<file path="src/sv/nfcd_pkg.sv">
// Shared types and constants for the NFC host frame deframer.
// Used by every module of the block; no dependencies.
`timescale 1ns / 1ps
`default_nettype none

package nfcd_pkg;

	localparam int unsigned HUNT_LIMIT_DEF = 61;
	localparam logic [7:0] CAPACITY_RST = 8'hFF;
	localparam logic [7:0] CMD_RST = 8'h00;

	localparam logic [7:0] BYTE_ZERO = 8'h00;
	localparam logic [7:0] BYTE_START = 8'hFF;
	localparam logic [7:0] BYTE_TFI = 8'hD5;
	localparam logic [7:0] LEN_OVERHEAD = 8'd2;

	typedef enum logic [1:0] {
		CFG_EXP_CMD = 2'd0,
		CFG_CAPACITY = 2'd1
	} cfg_idx_t;

	typedef enum logic [1:0] {
		ST_OK = 2'd0,
		ST_INVALID = 2'd1,
		ST_NOSPACE = 2'd2
	} status_t;

	localparam logic KIND_DATA = 1'b0;
	localparam logic KIND_STATUS = 1'b1;

	// classified byte handed from front to back
	typedef struct packed {
		logic [7:0] rx_byte;
		logic restart;
		logic is_zero;
		logic is_start;
		logic is_tfi;
		logic is_resp;
	} item_t;

	typedef struct packed {
		logic kind;
		logic [7:0] data_byte;
		logic [1:0] status;
		logic [7:0] payload_length;
		logic last;
	} result_t;

endpackage

`default_nettype wire

</file>
<file path="src/sv/nfcd_front.sv">
// Front end: input handshake and byte classification.
// Depends on nfcd_pkg; pushes classified items into nfcd_queue.
`timescale 1ns / 1ps
`default_nettype none

module nfcd_front
	import nfcd_pkg::*;
(
	input wire logic in_valid,
	output logic in_ready,
	input wire logic [7:0] rx_byte,
	input wire logic restart,
	input wire logic [7:0] expected_command,
	input wire logic q_full,
	output logic q_push,
	output item_t q_item
);

	logic [7:0] resp_code;

	assign resp_code = expected_command + 8'd1;
	assign in_ready = !q_full;
	assign q_push = in_valid && !q_full;

	always_comb begin
		q_item.rx_byte = rx_byte;
		q_item.restart = restart;
		q_item.is_zero = (rx_byte == BYTE_ZERO);
		q_item.is_start = (rx_byte == BYTE_START);
		q_item.is_tfi = (rx_byte == BYTE_TFI);
		q_item.is_resp = (rx_byte == resp_code);
	end

endmodule

`default_nettype wire

</file>
<file path="src/sv/nfcd_queue.sv">
// Two-entry queue of classified items between front and back.
// Depends on nfcd_pkg for item_t.
`timescale 1ns / 1ps
`default_nettype none

module nfcd_queue
	import nfcd_pkg::*;
(
	input wire logic clk,
	input wire logic arst_n,
	input wire logic push,
	input wire item_t push_item,
	input wire logic pop,
	output logic full,
	output logic empty,
	output item_t head
);

	item_t mem_q [2];
	logic wr_ptr_q;
	logic rd_ptr_q;
	logic [1:0] count_q;

	assign full = (count_q == 2'd2);
	assign empty = (count_q == 2'd0);
	assign head = mem_q[rd_ptr_q];

	always_ff @(posedge clk) begin
		if (push) begin
			mem_q[wr_ptr_q] <= push_item;
		end
	end

	always_ff @(posedge clk or negedge arst_n) begin
		if (!arst_n) begin
			wr_ptr_q <= 1'b0;
			rd_ptr_q <= 1'b0;
			count_q <= 2'd0;
		end else begin
			if (push) begin
				wr_ptr_q <= !wr_ptr_q;
			end
			if (pop) begin
				rd_ptr_q <= !rd_ptr_q;
			end
			case ({push, pop})
				2'b10: count_q <= count_q + 2'd1;
				2'b01: count_q <= count_q - 2'd1;
				default: count_q <= count_q;
			endcase
		end
	end

endmodule

`default_nettype wire

</file>
<file path="src/sv/nfcd_back.sv">
// Back end: frame state machine, checksums and the output register.
// Depends on nfcd_pkg; pops classified items from nfcd_queue.
`timescale 1ns / 1ps
`default_nettype none

module nfcd_back
	import nfcd_pkg::*;
#(
	parameter int unsigned HUNT_LIMIT = HUNT_LIMIT_DEF
) (
	input wire logic clk,
	input wire logic arst_n,
	input wire logic [7:0] expected_command,
	input wire logic [7:0] capacity,
	input wire logic q_empty,
	input wire item_t q_head,
	output logic q_pop,
	output logic out_valid,
	input wire logic out_ready,
	output result_t out_res
);

	localparam logic [7:0] HuntLim = 8'(HUNT_LIMIT);

	typedef enum logic [7:0] {
		PH_HUNT = 8'b0000_0001,
		PH_LEN = 8'b0000_0010,
		PH_LCS = 8'b0000_0100,
		PH_TFI = 8'b0000_1000,
		PH_CMD = 8'b0001_0000,
		PH_DATA = 8'b0010_0000,
		PH_DCS = 8'b0100_0000,
		PH_DONE = 8'b1000_0000
	} phase_t;

	phase_t phase_q, phase_cur, phase_d;
	logic [1:0] match_q, match_cur, match_d;
	logic [7:0] hunt_q, hunt_cur, hunt_d;
	logic [7:0] flen_q, flen_cur, flen_d;
	logic [7:0] left_q, left_cur, left_d;
	logic [7:0] sum_q, sum_cur, sum_d;

	logic out_valid_q;
	result_t res_q;
	logic emit;
	result_t res_d;
	logic [7:0] byte_in;
	logic [7:0] plen;
	logic [7:0] data_len;

	assign q_pop = !q_empty && (!out_valid_q || out_ready);
	assign out_valid = out_valid_q;
	assign out_res = res_q;
	assign byte_in = q_head.rx_byte;
	assign plen = flen_cur - LEN_OVERHEAD;
	assign data_len = flen_cur - LEN_OVERHEAD;

	always_comb begin
		// restart wipes frame state before this byte is handled
		if (q_head.restart) begin
			phase_cur = PH_HUNT;
			match_cur = 2'd0;
			hunt_cur = 8'd0;
			flen_cur = 8'd0;
			left_cur = 8'd0;
			sum_cur = 8'd0;
		end else begin
			phase_cur = phase_q;
			match_cur = match_q;
			hunt_cur = hunt_q;
			flen_cur = flen_q;
			left_cur = left_q;
			sum_cur = sum_q;
		end

		phase_d = phase_cur;
		match_d = match_cur;
		hunt_d = hunt_cur;
		flen_d = flen_cur;
		left_d = left_cur;
		sum_d = sum_cur;
		emit = 1'b0;
		res_d.kind = KIND_STATUS;
		res_d.data_byte = 8'd0;
		res_d.status = ST_INVALID;
		res_d.payload_length = 8'd0;
		res_d.last = 1'b1;

		unique case (phase_cur)
			PH_HUNT: begin
				if (hunt_cur != 8'hFF) begin
					hunt_d = hunt_cur + 8'd1;
				end
				if (q_head.is_zero) begin
					match_d = (match_cur == 2'd2) ? 2'd2 : match_cur + 2'd1;
				end else if (q_head.is_start && match_cur == 2'd2) begin
					match_d = 2'd0;
					phase_d = PH_LEN;
				end else begin
					match_d = 2'd0;
				end
				// give up once the hunt limit is reached without a start code
				if (phase_d == PH_HUNT && hunt_d >= HuntLim) begin
					emit = 1'b1;
					phase_d = PH_DONE;
				end
			end
			PH_LEN: begin
				flen_d = byte_in;
				phase_d = PH_LCS;
			end
			PH_LCS: begin
				if ((flen_cur + byte_in) != 8'd0 || flen_cur < LEN_OVERHEAD) begin
					emit = 1'b1;
					phase_d = PH_DONE;
				end else begin
					phase_d = PH_TFI;
				end
			end
			PH_TFI: begin
				if (!q_head.is_tfi) begin
					emit = 1'b1;
					phase_d = PH_DONE;
				end else begin
					phase_d = PH_CMD;
				end
			end
			PH_CMD: begin
				if (!q_head.is_resp) begin
					emit = 1'b1;
					phase_d = PH_DONE;
				end else begin
					left_d = data_len;
					if (data_len > capacity) begin
						emit = 1'b1;
						res_d.status = ST_NOSPACE;
						phase_d = PH_DONE;
					end else begin
						sum_d = BYTE_TFI + expected_command + 8'd1;
						phase_d = (data_len == 8'd0) ? PH_DCS : PH_DATA;
					end
				end
			end
			PH_DATA: begin
				sum_d = sum_cur + byte_in;
				left_d = left_cur - 8'd1;
				if (left_cur == 8'd1) begin
					phase_d = PH_DCS;
				end
				emit = 1'b1;
				res_d.kind = KIND_DATA;
				res_d.data_byte = byte_in;
				res_d.status = ST_OK;
				res_d.last = 1'b0;
			end
			PH_DCS: begin
				emit = 1'b1;
				phase_d = PH_DONE;
				if ((sum_cur + byte_in) == 8'd0) begin
					res_d.status = ST_OK;
					res_d.payload_length = plen;
				end
			end
			PH_DONE: begin
				phase_d = PH_DONE;
			end
			default: begin
				phase_d = PH_DONE;
			end
		endcase
	end

	always_ff @(posedge clk or negedge arst_n) begin
		if (!arst_n) begin
			phase_q <= PH_HUNT;
			match_q <= 2'd0;
			hunt_q <= 8'd0;
			flen_q <= 8'd0;
			left_q <= 8'd0;
			sum_q <= 8'd0;
			out_valid_q <= 1'b0;
		end else begin
			if (q_pop) begin
				phase_q <= phase_d;
				match_q <= match_d;
				hunt_q <= hunt_d;
				flen_q <= flen_d;
				left_q <= left_d;
				sum_q <= sum_d;
			end
			// hold the result until the receiver takes it
			if (q_pop) begin
				out_valid_q <= emit;
			end else if (out_ready) begin
				out_valid_q <= 1'b0;
			end
		end
	end

	always_ff @(posedge clk) begin
		if (q_pop && emit) begin
			res_q <= res_d;
		end
	end

endmodule

`default_nettype wire

</file>
<file path="src/sv/nfcd_core_top.sv">
// Top level of the NFC host frame deframer: config registers and wiring.
// Depends on nfcd_pkg, nfcd_front, nfcd_queue and nfcd_back.
//
// Usage:
//   Input channel (in_valid/in_ready) takes one received byte per transfer,
//   with restart set on the byte that begins a new frame hunt.
//   Output channel (out_valid/out_ready) gives payload bytes (kind 0) as they
//   arrive and one final status transfer (kind 1, last 1) per frame.
//   Config channel (cfg_valid/cfg_ready) is always ready; index 0 sets the
//   expected command, index 1 the payload capacity. Write only while idle.
// Timing:
//   One byte per cycle sustained while out_ready stays high. A byte is
//   classified at acceptance, held in a two-entry queue and run through the
//   frame state machine into the output register, from which its result
//   transfers.
// Reset:
//   Clears the queue, the output valid flag and the frame state; the expected
//   command resets to 00 and the capacity to FF.
// Stall:
//   While out_ready is low the output register holds, the state machine stops
//   popping once a result waits there and the queue fills; in_ready drops
//   once both entries are taken.
`timescale 1ns / 1ps
`default_nettype none

module nfc_host_frame_deframer_core
	import nfcd_pkg::*;
#(
	parameter int unsigned HUNT_LIMIT = HUNT_LIMIT_DEF
) (
	input wire logic clk,
	input wire logic arst_n,
	input wire logic in_valid,
	output logic in_ready,
	input wire logic [7:0] rx_byte,
	input wire logic restart,
	output logic out_valid,
	input wire logic out_ready,
	output logic kind,
	output logic [7:0] data_byte,
	output logic [1:0] status,
	output logic [7:0] payload_length,
	output logic last,
	input wire logic cfg_valid,
	output logic cfg_ready,
	input wire logic [1:0] cfg_index,
	input wire logic [7:0] cfg_data
);

	logic [7:0] exp_cmd_q;
	logic [7:0] capacity_q;
	logic q_full;
	logic q_empty;
	logic q_push;
	logic q_pop;
	item_t q_in;
	item_t q_head;
	result_t res;

	assign cfg_ready = 1'b1;

	always_ff @(posedge clk or negedge arst_n) begin
		if (!arst_n) begin
			exp_cmd_q <= CMD_RST;
			capacity_q <= CAPACITY_RST;
		end else if (cfg_valid) begin
			unique case (cfg_index)
				CFG_EXP_CMD: exp_cmd_q <= cfg_data;
				CFG_CAPACITY: capacity_q <= cfg_data;
				default: ;
			endcase
		end
	end

	nfcd_front u_front (
		.in_valid(in_valid),
		.in_ready(in_ready),
		.rx_byte(rx_byte),
		.restart(restart),
		.expected_command(exp_cmd_q),
		.q_full(q_full),
		.q_push(q_push),
		.q_item(q_in)
	);

	nfcd_queue u_queue (
		.clk(clk),
		.arst_n(arst_n),
		.push(q_push),
		.push_item(q_in),
		.pop(q_pop),
		.full(q_full),
		.empty(q_empty),
		.head(q_head)
	);

	nfcd_back #(
		.HUNT_LIMIT(HUNT_LIMIT)
	) u_back (
		.clk(clk),
		.arst_n(arst_n),
		.expected_command(exp_cmd_q),
		.capacity(capacity_q),
		.q_empty(q_empty),
		.q_head(q_head),
		.q_pop(q_pop),
		.out_valid(out_valid),
		.out_ready(out_ready),
		.out_res(res)
	);

	assign kind = res.kind;
	assign data_byte = res.data_byte;
	assign status = res.status;
	assign payload_length = res.payload_length;
	assign last = res.last;

endmodule

`default_nettype wire

</file>
<file path="config.mk">
export PLATFORM = sky130hd
export DESIGN_NAME = nfc_host_frame_deframer_core
export DESIGN_NICKNAME = d
export VERILOG_FILES = /design/src/sv/nfcd_pkg.sv /design/src/sv/nfcd_front.sv /design/src/sv/nfcd_queue.sv /design/src/sv/nfcd_back.sv /design/src/sv/nfcd_core_top.sv
export SDC_FILE = /design/constraint.sdc
export NUM_CORES = 1
export LEC_CHECK = 0
export BUFFER_PORTS_ARGS = -buffer_cell sky130_fd_sc_hd__buf_2
export CORE_MARGIN = 10
export CORE_UTILIZATION = 62
export CTS_CLUSTER_SIZE = 16
export DETAILED_ROUTE_END_ITERATION = 8
export PLACE_DENSITY = 0.82
export SLEW_MARGIN = 10
export SYNTH_ARGS = -nofsm -noshare
export SYNTH_HDL_FRONTEND = slang
export SYNTH_SLANG_ARGS = --single-unit
</file>
<file path="constraint.sdc">
create_clock -name clk -period 7.5 [get_ports clk]
set_clock_uncertainty 0.2 [all_clocks]
set_input_delay 1.5 -clock clk [delete_from_list [all_inputs] [get_ports clk]]
set_output_delay 1.5 -clock clk [all_outputs]
set_load 0.01 [all_outputs]
</file>
Word-level counts from Yosys, hierarchy flattened
Memory sizes are Yosys's and may differ from the RTL's. Index checks and enable logic that the tools add are counted.

Register bits: 83. RAM bits: 26. Input bits: 24. Word-level logic and storage cells: 120. Memories kept: 1.

Memories: u_queue.mem_q (words 2, bits a word 13, read ports 1, clocked after Yosys merged registers in 0, write ports 1, RTL line nfcd_queue.sv:19) `item_t mem_q [2];`.

Add/sub/neg operators: 11. Magnitude comparators: 3. Eq/ne operators: 18. Mux-type cells: 46. Reduce and logical (&&, ||, !) cells: 24.

Operators with widths (number): $mux 8 (21); $pmux 8 s6 (1); $pmux 8 s2 (2); $add 8x1->8 const B (3); $eq 8x1->1 const B (3); $logic_not 8->1 (3); $mux 9 (2); $add 8x8->8 (2); $eq 8x8->1 const B (2); $mux 2 (6); $mux 1 (10); $add 8x8->8 const A (1); $eq 8x2->1 const B (1); $eq 8x3->1 const B (1); $eq 8x4->1 const B (1); $eq 8x5->1 const B (1); $eq 8x6->1 const B (1); $eq 8x7->1 const B (1); $eq 8x8->1 (1); $ge 8x6->1 const B (1); $gt 8x8->1 (1); $lt 8x2->1 const B (1); $ne 8x8->1 const B (1); $reduce_bool 8->1 (1); other kinds (17) (34).

Longest topological paths before layout
Gate-level depths: netlist (run 1). An unclocked memory read counts as a cell.

Depth after elaboration: 12. Mapped depth: 19. Mapped depth without buffers: 13.

Cells and area by module
From an unflattened synthesis (run 1), not the netlist that was laid out.

Cells, all modules: 686. Area, all modules: 6762.7 um^2.

Modules (own cells, without submodules): nfcd_back (times used 1, cells an instance 547, area each 4667.0 um^2, sequential area each 1647.8 um^2); nfcd_queue (times used 1, cells an instance 56, area each 1124.8 um^2, sequential area each 880.8 um^2); nfc_host_frame_deframer_core (times used 1, cells an instance 36, area each 631.9 um^2, sequential area each 410.4 um^2); nfcd_front (times used 1, cells an instance 47, area each 339.1 um^2, sequential area each 0.0 um^2).

Worst setup path after synthesis (run 1)
OpenSTA, ideal clock, no wires.

Kind: flip-flop to flip-flop. Start: register u_queue.rd_ptr_q. End: register u_back.res_q, in the netlist u_back.out_res[0], enable pin. Setup time: 421 ps. Arrival: 4519 ps. Data required time: 6879 ps. Setup slack: 2360 ps. Cell stages (with the launch flop): 18. Cells stage by stage: dfrtp_1 -> buf_6 -> mux2i_1 -> buf_2 -> clkbuf_1 -> clkbuf_1 -> clkbuf_1 -> clkbuf_1 -> and2_1 -> ha_1 -> inv_1 -> nand2_1 -> o22ai_1 -> nor4_1 -> nand4_1 -> or4_4 -> nor2_1 -> o21ai_0.

Cells in the longest elaborated chain, start to end: 12. Elaborated cells on any way between the ends: 37.

RTL lines: start: declaration (RTL line nfcd_queue.sv:21) `logic rd_ptr_q;`; start signal: assignment (RTL line nfcd_queue.sv:44) `rd_ptr_q <= !rd_ptr_q;`; $mem_v2 2x13 (*); parallel branches: the longest is 9 deep, another holds $add 8x1->8; $pmux 1 s5 (*) (RTL line nfcd_back.sv:89) `unique case (phase_cur)`; $logic_and 1x1->1 (*) (RTL line nfcd_back.sv:201) `if (q_pop && emit) begin`; end signal: assignment (RTL line nfcd_back.sv:202) `res_q <= res_d;`; end: declaration (RTL line nfcd_back.sv:44) `result_t res_q;`.

Every way passes the cells marked *. The select of a mux whose other input is x is not followed. A chain may end at the register's enable or synchronous reset.

Worst setup path in the final report (run 1)
Start: register u_queue.rd_ptr_q. End: register u_back.res_q, in the netlist u_back.out_res[9], enable pin.

Elaborated cells on any way between the ends: 37.

RTL lines: $mem_v2 2x13; $mux 8 (RTL line nfcd_back.sv:60) `if (q_head.restart) begin`; $sub 8x2->8 (RTL line nfcd_back.sv:56) `assign data_len = flen_cur - LEN_OVERHEAD;`; net u_back.data_len[4] (RTL line nfcd_back.sv:49) `logic [7:0] data_len;`; $gt 8x8->1 (RTL line nfcd_back.sv:134) `if (data_len > capacity) begin`; $mux 1 (RTL line nfcd_back.sv:134); $mux 1 (RTL line nfcd_back.sv:129) `if (!q_head.is_resp) begin`; $pmux 1 s5 (RTL line nfcd_back.sv:89); $logic_and 1x1->1 (RTL line nfcd_back.sv:201).

The timed path passes the listed nets, and every way through them passes these cells. The select of a mux whose other input is x is not followed.

==> summary.txt, run 1 <==
Run status
  – Outcome: completed

Detailed routing
  – Vias: 5397
  – Post-Route WL: 16600 um
  – Initial DRT Pass Iterations: 6
  – Via density: 6.25
  – DR WL/cell: 19.2 um
  – DRC: 0
  – Antenna Violating Nets Remaining: 0
  – DR iter-0 viols: 655

CTS
  – Cts hold-fix bufs: 0
  – Longest Clk Path Bufs: 2
  – Root Driver: clkbuf_8
  – Total CTS buffers: 9
  – Clock sinks: 108
  – H-Tree Depth: 3
  – Post-cts sizing count: 0
  – Clock transition at path regs: 100 ps
  – Post-CTS Setup Repair Bufs: 0
  – Worst-Skew Late Latency: 390 ps
  – CTS tree: built

Min path
  – Hold endpoint: u_back.match_q[0]
  – Hold path start: u_back.match_q[0]
  – Hold WC Path Type: flip-flop to flip-flop
  – Min-Delay Path Depth: 2

Critical path
  – R2R Setup Slk: 2640 ps
  – Worst R2R Start: u_queue.rd_ptr_q
  – Max FO, Critical Path: 29
  – Reg-to-Reg End: u_back.out_res[9]
  – Crit path DAT: 4800 ps
  – R2R depth: 13
  – Startpoint types: flip-flop
  – CP startpoint: u_queue.rd_ptr_q
  – CP required: 7440 ps
  – Setup CP Type: flip-flop to flip-flop
  – Crit. End Element: flip-flop

Synth
  – Syn Inst Count: 690
  – Synth warn: 0
  – Syn_nets: 740
  – Cell variety after synth: 80
  – Post-Synth XOR/XNOR Area: 5.05%
  – Synth Area in Simple Gates: 19.4%
  – Compound-cell area share of the yosys netlist: 15.8%
  – Register area share after synthesis: 44.6%
  – Fraction of synthesized area in multiplexers: 5.54%
  – Register bit total from synthesis: 108
  – Ys flop type: dfrtp_1
  – EDFF count, synth: 45
  – Post-Synth Adder-Cell Area: 5.35%
  – Syn Area/Cell: 9.56 um2
  – FFs w/ async S/R, synth: 58.3%
  – Main combinational cell family by area after synthesis: simple AND/OR/NAND/NOR gates
  – Synth Cell Area: 6600 um2

Die
  – Row cnt: 37
  – Die width: 123 um
  – Initial Utilization: 63.9%
  – Total Die Area: 15200 um2
  – CORE AREA: 10300 um2
  – IO Count: 47
  – Chip height: 123 um

Final layout
  – Commonest cells after routing, fill and taps aside: nand2_1, nor2_1, o21ai_0, dfrtp_1
  – Final #Nets: 772
  – Most common cell after layout, fill and taps aside: nand2_1
  – FILL cells: 835
  – Fin area: 7090 um2
  – Layout cell share with drive strength beyond 1: 14.7%
  – Layout Utilization: 68.7%
  – Antenna cell count: 0
  – Area delta synth->final: 7.47%

STA
  – Minimum clock period: 4860 ps
  – Slew @ Worst Pin: 1160 ps
  – Max Transition Viols Final: 0
  – Period utilization: 64.8%
  – Setup violators final: 0
  – Endpoints failing hold: 0
  – RSZ-0062 raised after global routing: no
  – Setup TNS: 0 ps
  – Max Fclk: 206 MHz
  – Final WS setup: 2640 ps
  – Max-slew headroom: 22.6%

Pwr
  – Static leakage: 2.88 nW
  – Power Dens Cells: 273 nW/um2
  – VDD IR max: 191 uV

Global routing
  – Initial antenna violation count: 0
  – Pin count of the biggest net entering global routing: 64
  – Congestion Overflow GR: 0
  – First-pass GRT wire length: 26700 um
  – Total track usage: 22.4%
  – Vias in the first global route: 5183

Placed design
  – Placer Congestion: 0.964
  – Post-Place Cell Area: 6910 um2
  – Pre-CTS setup slack: 2710 ps
  – Number of buffers added on ports: 45
  – Post-DP HPWL: 12700 um

Run
  – Max-Cap Viols: 0
## through the flow
stage,total power [mW],std cells,hold WS (ps)
after floorplan,1.39,690,239
after global placement,1.58,847,249
after detailed placement,1.60,847,258
after CTS,1.93,863,282
after global routing,2.06,863,305
final,1.93,863,283
## cells in the mapped netlist (6+ instances only)
cell type  number  share of area (%)
clkbuf_1       23                1.3
mux2i_1        14                2.1
o21ai_0        55                4.2
nand3_1        15                1.1
nor3_1         15                1.1
xnor2_1        24                3.2
nand4_1         7               0.66
and2_1         12                1.1
nor4_1          7               0.66
ha_1           25                4.7
and3_1          6               0.57
o31ai_1         7               0.80
dfrtp_1        54                 20
mux2_2         18                3.1
edfxtp_1       45                 20
nor2_1         60                3.4
inv_1          39                2.2
xor2_1         14                1.9
a31oi_1         7               0.66
a21oi_1        35                2.7
dfstp_2         9                3.6
nand2_1        74                4.2
nor2b_1        14                1.3
a22oi_1         6               0.68
## layout make-up
type / instances / area, um2 / share of cell area [%]
Timing Repair Buffer: 50 / 263 / 3.71
Multi-Input combinational cell: 513 / 3390 / 47.8
Clock inverter: 6 / 48.8 / 0.688
Clock buffer: 10 / 128 / 1.80
Tap cell: 136 / 170 / 2.40
Inverter: 40 / 150 / 2.12
Sequential cell: 108 / 2940 / 41.5
## critical path, cell delays in order, from the launching register on
cell and delay [ps]:
dfrtp_1 340, buf_4 320, mux2i_4 810, nand3_1 330, ha_1 420, a21oi_1 150, a21boi_0 100, o32a_1 340
o221ai_1 250, a31oi_1 210, a211o_1 290, o21ai_0 280, o21ai_1 280, buf_4 270
## per-layer routing
layer | global-route usage [%] | share of wire, % | wire, um
met2 | 36.0 | 46 | 7700
met3 | 4.97 | 8.5 | 1420
met1 | 29.1 | 42 | 6980
met4 | 8.66 | 2.9 | 473
met5 | 0 | 0 | 0
## kinds of logic (layout without fill, tap and decap cells)
logic type | after synthesis | in the layout
compound gates | 160 | 160
xor+xnor | 38 | 38
fa+ha+maj | 28 | 28
buf+inv | 69 | 106
flops | 108 | 108
mux | 33 | 33
other cells | 1 | 1
simple gates | 253 | 253
## registers in the layout (all words and copies together), names as in the netlist, 8 cells and up
signal          flops
capacity_q          8
exp_cmd_q           8
u_back.flen_q       8
u_back.hunt_q       8
u_back.left_q       8
u_back.out_res     19
u_back.phase_q      8
u_back.sum_q        8
u_queue.mem_q      26
## how the worst max path moves through the flow
| stage | to | slack (ps) | cells past startpoint |
|---|---|---|---|
| 2_1_floorplan | u_back.out_res[0] | 2360 | 17 |
| 3_3_place_gp | u_back.out_res[9] | 2860 | 15 |
| 3_5_place_dp | u_back.out_res[9] | 2710 | 15 |
| 4_1_cts | u_back.out_res[9] | 2710 | 15 |
| 5_1_grt | u_back.out_res[9] | 2370 | 15 |
| 6_report | u_back.out_res[9] | 2640 | 13 |
## report_power, final
group	total [mW]	leakage [nW]	internal (mW)	switching, mW
combinational	0.813	1.60	0.289	0.523
clock	0.327	0.0892	0.125	0.203
sequential	0.794	1.19	0.718	0.0764
total	1.93	2.88	1.13	0.802
No activity file was read; power rests on OpenSTA's default activity.
==> run 2: changes to the inputs <==
- ABC_AREA: default -> 1
- CORE_UTILIZATION: 62 -> 56
- PLACE_DENSITY: 0.82 -> 0.77
- clock period: 7.5 -> 4.4 ns (I/O delays scaled with it)
==> run 2 against run 1 <==
Cell count grew 30%. Register-to-register slack got worse by 2100 ps. Via count is 14% higher. Critical path type unchanged. Largest power group unchanged. Non-clock buffer count grew 3. Die area is 19% higher.
==> summary.txt, run 2 <==
Run status
  – Outcome: completed (unchanged)

Pwr
  – Clk network pwr share: 16.8% (was 16.9%)
  – Internal: 2.57 mW (was 1.13 mW)
  – Static leakage: 3.87 nW (was 2.88 nW)
  – Power Dens Cells: 601 nW/um2 (was 273 nW/um2)
  – Sequential power share: 31.6% (was 41.1%)
  – Logic pwr share: 51.5% (was 42.0%)
  – Switching part of the total: 46.4% (was 41.5%)
  – VDD IR max: 513 uV (was 191 uV)
  – Net Sw Power: 2.22 mW (was 0.802 mW)

CTS
  – Cts hold-fix bufs: 0 (unchanged)
  – Clock sinks: 108 (unchanged)
  – Total CTS buffers: 9 (unchanged)
  – Clock transition at path regs: 80 ps (was 100 ps)
  – H-Tree Depth: 3 (unchanged)
  – Post-cts sizing count: 0 (unchanged)
  – CTS tree: built (unchanged)
  – Root Driver: clkbuf_16 (was clkbuf_8)
  – Post-CTS Setup Repair Bufs: 0 (unchanged)
  – Longest Clk Path Bufs: 2 (unchanged)
  – Worst-Skew Late Latency: 370 ps (was 390 ps)

Synth
  – Syn_nets: 954 (was 740)
  – Register area share after synthesis: 40.1% (was 44.6%)
  – FFs w/ async S/R, synth: 58.3% (unchanged)
  – Post-Synth Adder-Cell Area: 4.54% (was 5.35%)
  – Compound-cell area share of the yosys netlist: 13.4% (was 15.8%)
  – Register bit total from synthesis: 108 (unchanged)
  – Synth Cell Area: 7320 um2 (was 6600 um2)
  – EDFF count, synth: 45 (unchanged)
  – Fraction of synthesized area in multiplexers: 0.188% (was 5.54%)
  – Synth top cells by count: nand2_1, inv_1, nor2_1, o21ai_0, dfrtp_1 (was nand2_1, nor2_1, o21ai_0, dfrtp_1, edfxtp_1)
  – Main combinational cell family by area after synthesis: simple AND/OR/NAND/NOR gates (unchanged)
  – Most used standard cell by instance count after synthesis: nand2_1 (unchanged)
  – Post-synth top area cell: dfrtp_1 (unchanged)
  – Syn Area/Cell: 8.10 um2 (was 9.56 um2)
  – Synth Area in Simple Gates: 28.6% (was 19.4%)
  – Post-Synth XOR/XNOR Area: 3.67% (was 5.05%)
  – Yosys top cell area share: 18.5% (was 20.5%)
  – Ys flop type: dfrtp_1 (unchanged)
  – Largest cells by area after synthesis: dfrtp_1, edfxtp_1, nand2_1, inv_1, ha_1 (was dfrtp_1, edfxtp_1, ha_1, nand2_1, o21ai_0)
  – Cell variety after synth: 64 (was 80)
  – Syn Inst Count: 904 (was 690)
  – Synth warn: 0 (unchanged)

Final layout
  – Layout Utilization: 62.6% (was 68.7%)
  – Final #Nets: 995 (was 772)
  – Area delta synth->final: 8.68% (was 7.47%)
  – Commonest cells after routing, fill and taps aside: nand2_1, inv_1, nor2_1 (was nand2_1, nor2_1, o21ai_0, dfrtp_1)
  – Antenna cell count: 0 (unchanged)
  – Final Instance Count excl. Fillers: 1122 (was 863)
  – Max FFs per register: 26 (unchanged)
  – Largest register by flop count: u_queue.mem_q (unchanged)
  – Most common cell after layout, fill and taps aside: nand2_1 (unchanged)
  – Layout cell share with drive strength beyond 1: 18.4% (was 14.7%)

Die
  – IO Count: 47 (unchanged)
  – Initial Utilization: 57.6% (was 63.9%)
  – Total Die Area: 18100 um2 (was 15200 um2)
  – Die width: 134 um (was 123 um)
  – Row cnt: 41 (was 37)
  – Chip height: 134 um (was 123 um)
  – CORE AREA: 12700 um2 (was 10300 um2)

Detailed routing
  – Antenna Violating Nets Remaining: 0 (unchanged)
  – Post-Route WL: 17800 um (was 16600 um)
  – DR WL/cell: 15.9 um (was 19.2 um)
  – Via density: 5.48 (was 6.25)
  – Initial DRT Pass Iterations: 5 (was 6)
  – Vias: 6149 (was 5397)
  – DRC: 0 (unchanged)
  – DR iter-0 viols: 550 (was 655)

Run
  – Max-Cap Viols: 0 (unchanged)

Placed design
  – Dpl cells: 1106 (was 847)
  – Post-DP HPWL: 13300 um (was 12700 um)
  – Number of buffers added on ports: 45 (unchanged)
  – Placer Congestion: 0.909 (was 0.964)
  – Pre-CTS setup slack: 648 ps (was 2710 ps)

Global routing
  – Pin count of the biggest net entering global routing: 40 (was 64)
  – Initial antenna violation count: 0 (unchanged)
  – Total track usage: 20.2% (was 22.4%)
  – Congestion Overflow GR: 0 (unchanged)
  – First-pass GRT wire length: 29500 um (was 26700 um)
  – Vias in the first global route: 5876 (was 5183)

STA
  – Endpoints failing hold: 0 (unchanged)
  – RSZ-0062 raised after global routing: no (unchanged)
  – Setup violators final: 0 (unchanged)
  – Final WS setup: 573 ps (was 2640 ps)
  – Max Transition Viols Final: 0 (unchanged)
  – Hold Slack: 287 ps (was 283 ps)
  – Setup TNS: 0 ps (unchanged)
  – Max Fclk: 261 MHz (was 206 MHz)
  – Period utilization: 87.0% (was 64.8%)
  – Max-slew headroom: 28.5% (was 22.6%)
  – Slew @ Worst Pin: 1070 ps (was 1160 ps)
  – Minimum clock period: 3830 ps (was 4860 ps)

Critical path
  – Max FO, Critical Path: 19 (was 29)
  – Crit path DAT: 3730 ps (was 4800 ps)
  – Setup CP Type: flip-flop to flip-flop (unchanged)
  – Critical-path cell with the highest stage delay: dfrtp_1 (was mux2i_4)
  – CP required: 4300 ps (was 7440 ps)
  – Worst R2R Start: u_queue.rd_ptr_q (unchanged)
  – Startpoint types: flip-flop (unchanged)
  – Crit. End Element: flip-flop (unchanged)
  – Largest stage delay, worst path: 620 ps (was 810 ps)
  – Cell Chain, Critical Path: nand2_4 > nand3_2 > inv_2 > o21ai_0 > nand2_1 > ha_1 > a21oi_1 > nand2_1 > nand2_1 > nand2_1 > nand2_1 > nand2_1 > nand3_2 > nand3_2 > a21oi_2 > nand3_1 > nand2_1 > inv_1 > buf_4 (was buf_4 > mux2i_4 > nand3_1 > ha_1 > a21oi_1 > a21boi_0 > o32a_1 > o221ai_1 > a31oi_1 > a211o_1 > o21ai_0 > o21ai_1 > buf_4)
  – CP startpoint: u_queue.rd_ptr_q (unchanged)
  – Crit path top cell by count: nand2_1 (was buf_4)

Min path
  – Hold path start: u_back.phase_q[6] (was u_back.match_q[0])
  – Hold WC Path Type: flip-flop to flip-flop (unchanged)
-- run 2: cell count changes after synthesis, moves of 18 or more --
cell and change:
mux2_2 -18, nand2_2 +21, inv_1 +81, nand2_1 +122, nor2_1 +20, nand3_1 +30
-- run 2: metrics by stage --
stage	area (um2)	total power, mW
global placement	7670	3.94
floorplan	7320	3.45
finish	7960	4.79
global route	7960	5.17
CTS	7960	4.78
detailed placement	7670	3.97
-- run 2: final timing paths --
path	to	slack, ps	cells after the start
worst max-delay path	u_back.out_res[1]	570	19
worst min-delay path	u_back.phase_q[6]	290	2
worst max register to register	u_back.out_res[1]	570	19
worst min register to register	u_back.phase_q[6]	290	2
max in group asynchronous	capacity_q[1]	2600	2
min in group asynchronous	u_back.out_valid	440	1
-- run 2: layout make-up --
cell class | count | area, um2
clock buffers | 9 | 225
clock inverters | 7 | 61.3
fillers | 1178 | 4760
inverters | 137 | 527
multi-input cells | 636 | 3710
flip-flops and latches | 108 | 2940
well taps | 172 | 215
repair buffers | 53 | 285
-- run 2: power by group through the flow --
stage | sequential [mW] | clock (mW) | combinational (mW)
after floorplan | 1.50 | 0 | 1.95
after global placement | 1.53 | 0 | 2.41
after detailed placement | 1.53 | 0 | 2.44
after CTS | 1.52 | 0.814 | 2.45
after global routing | 1.54 | 0.859 | 2.77
final | 1.51 | 0.805 | 2.47
-- run 2: worst max-delay path, delay by kind of cell, from the launching register on --
kind            cells  cell delay [ps]
compound gates      3              660
fa+ha+maj           1              320
buf+inv             3              360
flops               1              620
simple gates       12             1380
-- run 2: per-layer routing --
layer	global-route usage [%]	routed length, um
met3	4.89	1030
met5	0	0
met4	6.65	446
met2	33.8	8550
met1	24.9	7780
-- run 2: cell families (layout without fill, tap and decap cells) --
group,after synthesis,after routing
fa+ha+maj,26,26
flops,108,108
other cells,1,1
compound gates,167,167
simple gates,412,412
xor+xnor,29,29
mux,1,1
buf+inv,160,206
